### config.mk
export PLATFORM = sky130hd
export DESIGN_NAME = ott_ctrl
export DESIGN_NICKNAME = d
export VERILOG_FILES = /design/src/sv/ott_pkg.sv /design/src/sv/ott_ctrl.sv
export SDC_FILE = /design/constraint.sdc
export NUM_CORES = 1
export LEC_CHECK = 0
export BUFFER_PORTS_ARGS = -buffer_cell sky130_fd_sc_hd__buf_2
export CORE_AREA = 2 2 39 41
export CTS_CLUSTER_SIZE = 20
export DETAILED_ROUTE_END_ITERATION = 12
export DIE_AREA = 0 0 41 43
export GPL_TIMING_DRIVEN = 0
export PLACE_DENSITY = 0.44
export SLEW_MARGIN = 20
export SYNTH_ARGS = -nofsm -noshare
export SYNTH_HDL_FRONTEND = slang
export SYNTH_SLANG_ARGS = --single-unit
### constraint.sdc
create_clock -name clk -period 1.5 [get_ports clk]
set_input_delay 0.225 -clock clk [delete_from_list [all_inputs] [get_ports clk]]
set_output_delay 0.225 -clock clk [all_outputs]
set_load 0.03 [all_outputs]
### src/sv/ott_pkg.sv
package ott_pkg;

    localparam int TableEntriesDefault = 4096;
    localparam int ProbeDepthDefault   = 8;
    localparam logic signed [31:0] PriceFloor = -32'sd200000;
    localparam logic [63:0] HashMul = 64'hff51afd7ed558ccd;

    typedef enum logic [2:0] {
        FUNC_ADD    = 3'd0,
        FUNC_DELETE = 3'd1,
        FUNC_EXEC   = 3'd2,
        FUNC_TRADE  = 3'd3,
        FUNC_RESET  = 3'd4
    } func_t;

    typedef enum logic [2:0] {
        ST_IDLE,
        ST_HASH,
        ST_WAIT,
        ST_PROBE,
        ST_WRITE
    } state_t;

    typedef struct packed {
        logic load;
        logic hash_start;
        logic probe_start;
        logic probe_step;
        logic commit;
        logic out_load;
    } ctrl_t;

    typedef struct packed {
        logic hash_done;
        logic probe_done;
        logic drop;
        logic clear_done;
    } stat_t;

endpackage

### src/sv/ott_ctrl.sv
module ott_ctrl (
    input  logic clk,
    input  logic rst_n,
    input  logic in_valid,
    output logic in_ready,
    output logic out_valid,
    input  logic out_ready,
    input  ott_pkg::stat_t stat,
    output ott_pkg::ctrl_t ctrl
);
    import ott_pkg::*;
    state_t state_reg, state_next;
    logic ov_reg, ov_next;

    always_ff @(posedge clk or negedge rst_n)
    begin
        if (!rst_n)
        begin
            state_reg <= ST_IDLE;
            ov_reg <= 1'b0;
        end
        else
        begin
            state_reg <= state_next;
            ov_reg <= ov_next;
        end
    end

    assign out_valid = ov_reg;

    always_comb
    begin
        state_next = state_reg;
        ov_next = ov_reg && !out_ready;
        ctrl = '0;
        in_ready = 1'b0;
        case (state_reg)
            ST_IDLE:
            begin
                in_ready = stat.clear_done;
                if (in_valid && stat.clear_done)
                begin
                    ctrl.load = 1'b1;
                    state_next = ST_HASH;
                end
            end
            ST_HASH:
            begin
                if (stat.drop)
                    state_next = ST_IDLE;
                else
                begin
                    ctrl.hash_start = 1'b1;
                    state_next = ST_WAIT;
                end
            end
            ST_WAIT:
            begin
                if (stat.hash_done)
                begin
                    ctrl.probe_start = 1'b1;
                    state_next = ST_PROBE;
                end
            end
            ST_PROBE:
            begin
                ctrl.probe_step = 1'b1;
                if (stat.probe_done)
                    state_next = ST_WRITE;
            end
            ST_WRITE:
            begin
                ctrl.probe_step = 1'b0;
                if (!ov_next)
                begin
                    ctrl.commit = 1'b1;
                    ctrl.out_load = 1'b1;
                    ov_next = 1'b1;
                    state_next = ST_IDLE;
                end
            end
            default: state_next = ST_IDLE;
        endcase
    end
endmodule

==> impl_metrics.json <==
{
  "status": "finished with violations",
  "violations": "setup timing",
  "p_leak_nw": 0.256,
  "whs_path_depth": 2,
  "syn_to_final_growth_pct": 98.1,
  "grt_antenna_before_repair": 0,
  "core_area_sq_um": 1380,
  "antenna_cells": 0,
  "hold_end": "state_reg[2]$_DFFE_PN0P_",
  "critical_path.reg2reg.startpoint": "state_reg[1]$_DFFE_PN0P_",
  "path_class": "register to output port",
  "end_kind": "output port",
  "ys_types": 20,
  "port_buffers": 15,
  "std_cell_rows": 14,
  "synth_compound_gate_area_share_pct": 15.8,
  "die_area_sq_um": 1760,
  "synthCells": 27,
  "synth_xor_area_share_pct": 0,
  "reg2reg_slack_ps": 280,
  "die_y_microns": 43,
  "power.switching_uw": 387,
  "viasPerCell": 4.46,
  "slew_violations": 0,
  "cts_buffer_depth": 2,
  "hold_class": "primary input to register",
  "antenna_left": 0,
  "yosysSeqAreaShare_pct": 37.2,
  "cts.sinks": 4,
  "min_from": "stat[2]",
  "synth_edf_count": 0,
  "rsz0062_at_grt": "yes",
  "gp_congestion": 0.650,
  "synth_fp_nets": 35,
  "start_kind": "register",
  "relSlewSlack_pct": 83.9,
  "drt-total-wl_microns": 752,
  "grt_use_total_pct": 9.46,
  "hpwl_microns": 460,
  "netlist_area_sq_um": 269,
  "yosysWarnings": 0,
  "r2r-end": "state_reg[1]$_DFFE_PN0P_",
  "finalSetupViolations": 4,
  "clock.fmax_mhz": 613,
  "synth_mux_area_share_pct": 0,
  "maxCapViolations": 0,
  "synth_ff_type": "dfrtp_1",
  "final.period_utilization_pct": 109,
  "postLayoutCoreUtil_pct": 38.5,
  "grt_pass1_vias": 265,
  "synthAdderAreaFrac_pct": 0,
  "drt_pass1_iterations": 4,
  "io_pins": 16,
  "wire_per_inst_microns": 11.2,
  "cp-startpoint": "state_reg[0]$_DFFE_PN0P_",
  "vias": 299,
  "cts_tree": "yes",
  "ys_async_sr_fraction_pct": 100,
  "hold_viol_final": 0,
  "clkPwrFrac_pct": 13.5,
  "finalWorstSetupSlack_ps": -130,
  "vdd_ir_drop_max_uv": 594,
  "synth_seq_cells": 4,
  "drc_errors": 0,
  "tightest_slew_ps": 242,
  "post_synth.cell_area_avg_sq_um": 9.96,
  "clk_pin_slew_ps": 30,
  "nNetsFinal": 61,
  "switching_share_pct": 40.7,
  "grt_max_degree": 9,
  "numCtsBuffers": 3,
  "grt_first_pass_wirelength_microns": 1090,
  "nFillCells": 139,
  "cts_max_level": 1,
  "clock_skew_ps": 3.27,
  "fin_tns_setup_ps": -304,
  "comb_power_share_pct": 66.7,
  "yosys.area_share.simple_pct": 35.3,
  "power_frac_seq_pct": 19.8,
  "largest_reg_flops": 3,
  "cts_root_buffer": "clkbuf_4",
  "grt-ovfl-total": 0,
  "power.density_nw_per_um2": 1780,
  "start_util_pct": 19.4,
  "drt-initial-drc-count": 7,
  "worst-r2r-cell-count": 4,
  "finalCriticalPeriod_ps": 1630,
  "crit_required_ps": 1270,
  "clk_latency_ps": 230,
  "synth_top_family_by_area": "simple AND/OR/NAND/NOR gates",
  "critPathMaxFanout": 5,
  "die_w_microns": 41,
  "intPower_uw": 564,
  "layout-drive-gt1-share_pct": 72.5,
  "cp.arrival_ps": 1410
}
## critical path: stages (launching register included)
cell and delay (ps):
dfrtp_2 440, or3b_4 410, nor2_2 100, buf_4 110, buf_6 110
## synth_stat cells (2+ instances only)
master	number	area share, %
nor2_1	3	4.2
nand2b_1	2	4.7
buf_4	2	5.6
dfrtp_1	4	37
## cell families after synthesis
group / Yosys count
AOI/OAI and AO/OA: 5
buffers and inverters: 4
DFF: 4
and+or+nand+nor: 14
## area by class of cell
| cell class | instances | area [sq um] | share of cell area [%] |
|---|---|---|---|
| flip-flops and latches | 4 | 101 | 19.0 |
| repair buffers | 23 | 175 | 32.9 |
| well taps | 16 | 20.0 | 3.76 |
| plain buffers | 2 | 18.8 | 3.52 |
| clock buffers | 3 | 22.5 | 4.23 |
| multi-input cells | 19 | 195 | 36.6 |
## routing by layer
layer	vias up	share of wire, %	GRT usage (%)
met3	0	7.2	3.14
met5	-	0	0
met2	13	48	12.8
met4	0	0	8.00
met1	138	45	11.3
li1	148	-	-
## worst max-delay path by stage
stage,endpoint,slack [ps]
2_1_floorplan,ctrl[1],-150
3_3_place_gp,ctrl[1],-50
3_5_place_dp,ctrl[1],-30
4_1_cts,ctrl[1],-170
5_1_grt,ctrl[1],-170
6_report,ctrl[1],-130
## cells in the final DEF (no fill, tap or decap), drive strengths merged
| master | n |
|---|---|
| nor2 | 3 |
| nand3b | 1 |
| nor4bb | 1 |
| nor4 | 1 |
| dlygate4sd3 | 1 |
| clkbuf | 3 |
| buf | 24 |
| nor2b | 1 |
| nand2 | 1 |
| a221oi | 1 |
| and3b | 1 |
| nand2b | 2 |
| dfrtp | 4 |
| a21oi | 2 |
| a21bo | 1 |
| nor4b | 1 |
| or3b | 2 |
| a32o | 1 |
## metrics by stage
| stage | setup slack (ps) | instances | hold slack (ps) | area, sq um | total power [mW] |
|---|---|---|---|---|---|
| after floorplan | -152 | 27 | -70.6 | 293 | 0.518 |
| after global placement | -51.5 | 58 | 37.7 | 388 | 0.614 |
| after detailed placement | -29.4 | 58 | 38.1 | 388 | 0.611 |
| after CTS | -166 | 66 | 253 | 485 | 0.862 |
| after global routing | -168 | 67 | 262 | 533 | 1.01 |
| final | -130 | 67 | 267 | 533 | 0.950 |
## power groups by stage
| stage | Clock (mW) | Combinational (mW) | Sequential (mW) |
|---|---|---|---|
| 4_1_cts | 0.136 | 0.562 | 0.163 |
| 3_5_place_dp | 0 | 0.452 | 0.160 |
| 2_1_floorplan | 0 | 0.347 | 0.170 |
| 3_3_place_gp | 0 | 0.455 | 0.159 |
| 6_report | 0.128 | 0.634 | 0.188 |
| 5_1_grt | 0.142 | 0.677 | 0.192 |
## timing repair
item / 4_1_cts / 5_1_grt
cloned: 0 / 0
gates resized for setup: 12 / 9
endpoints found under the hold margin: 4 / 0
setup endpoints to repair: 3 / 7
setup buffers: 4 / 3
pin swaps: 5 / 5
hold buffers: 1 / 0
Power figures use the tool's default switching activity.
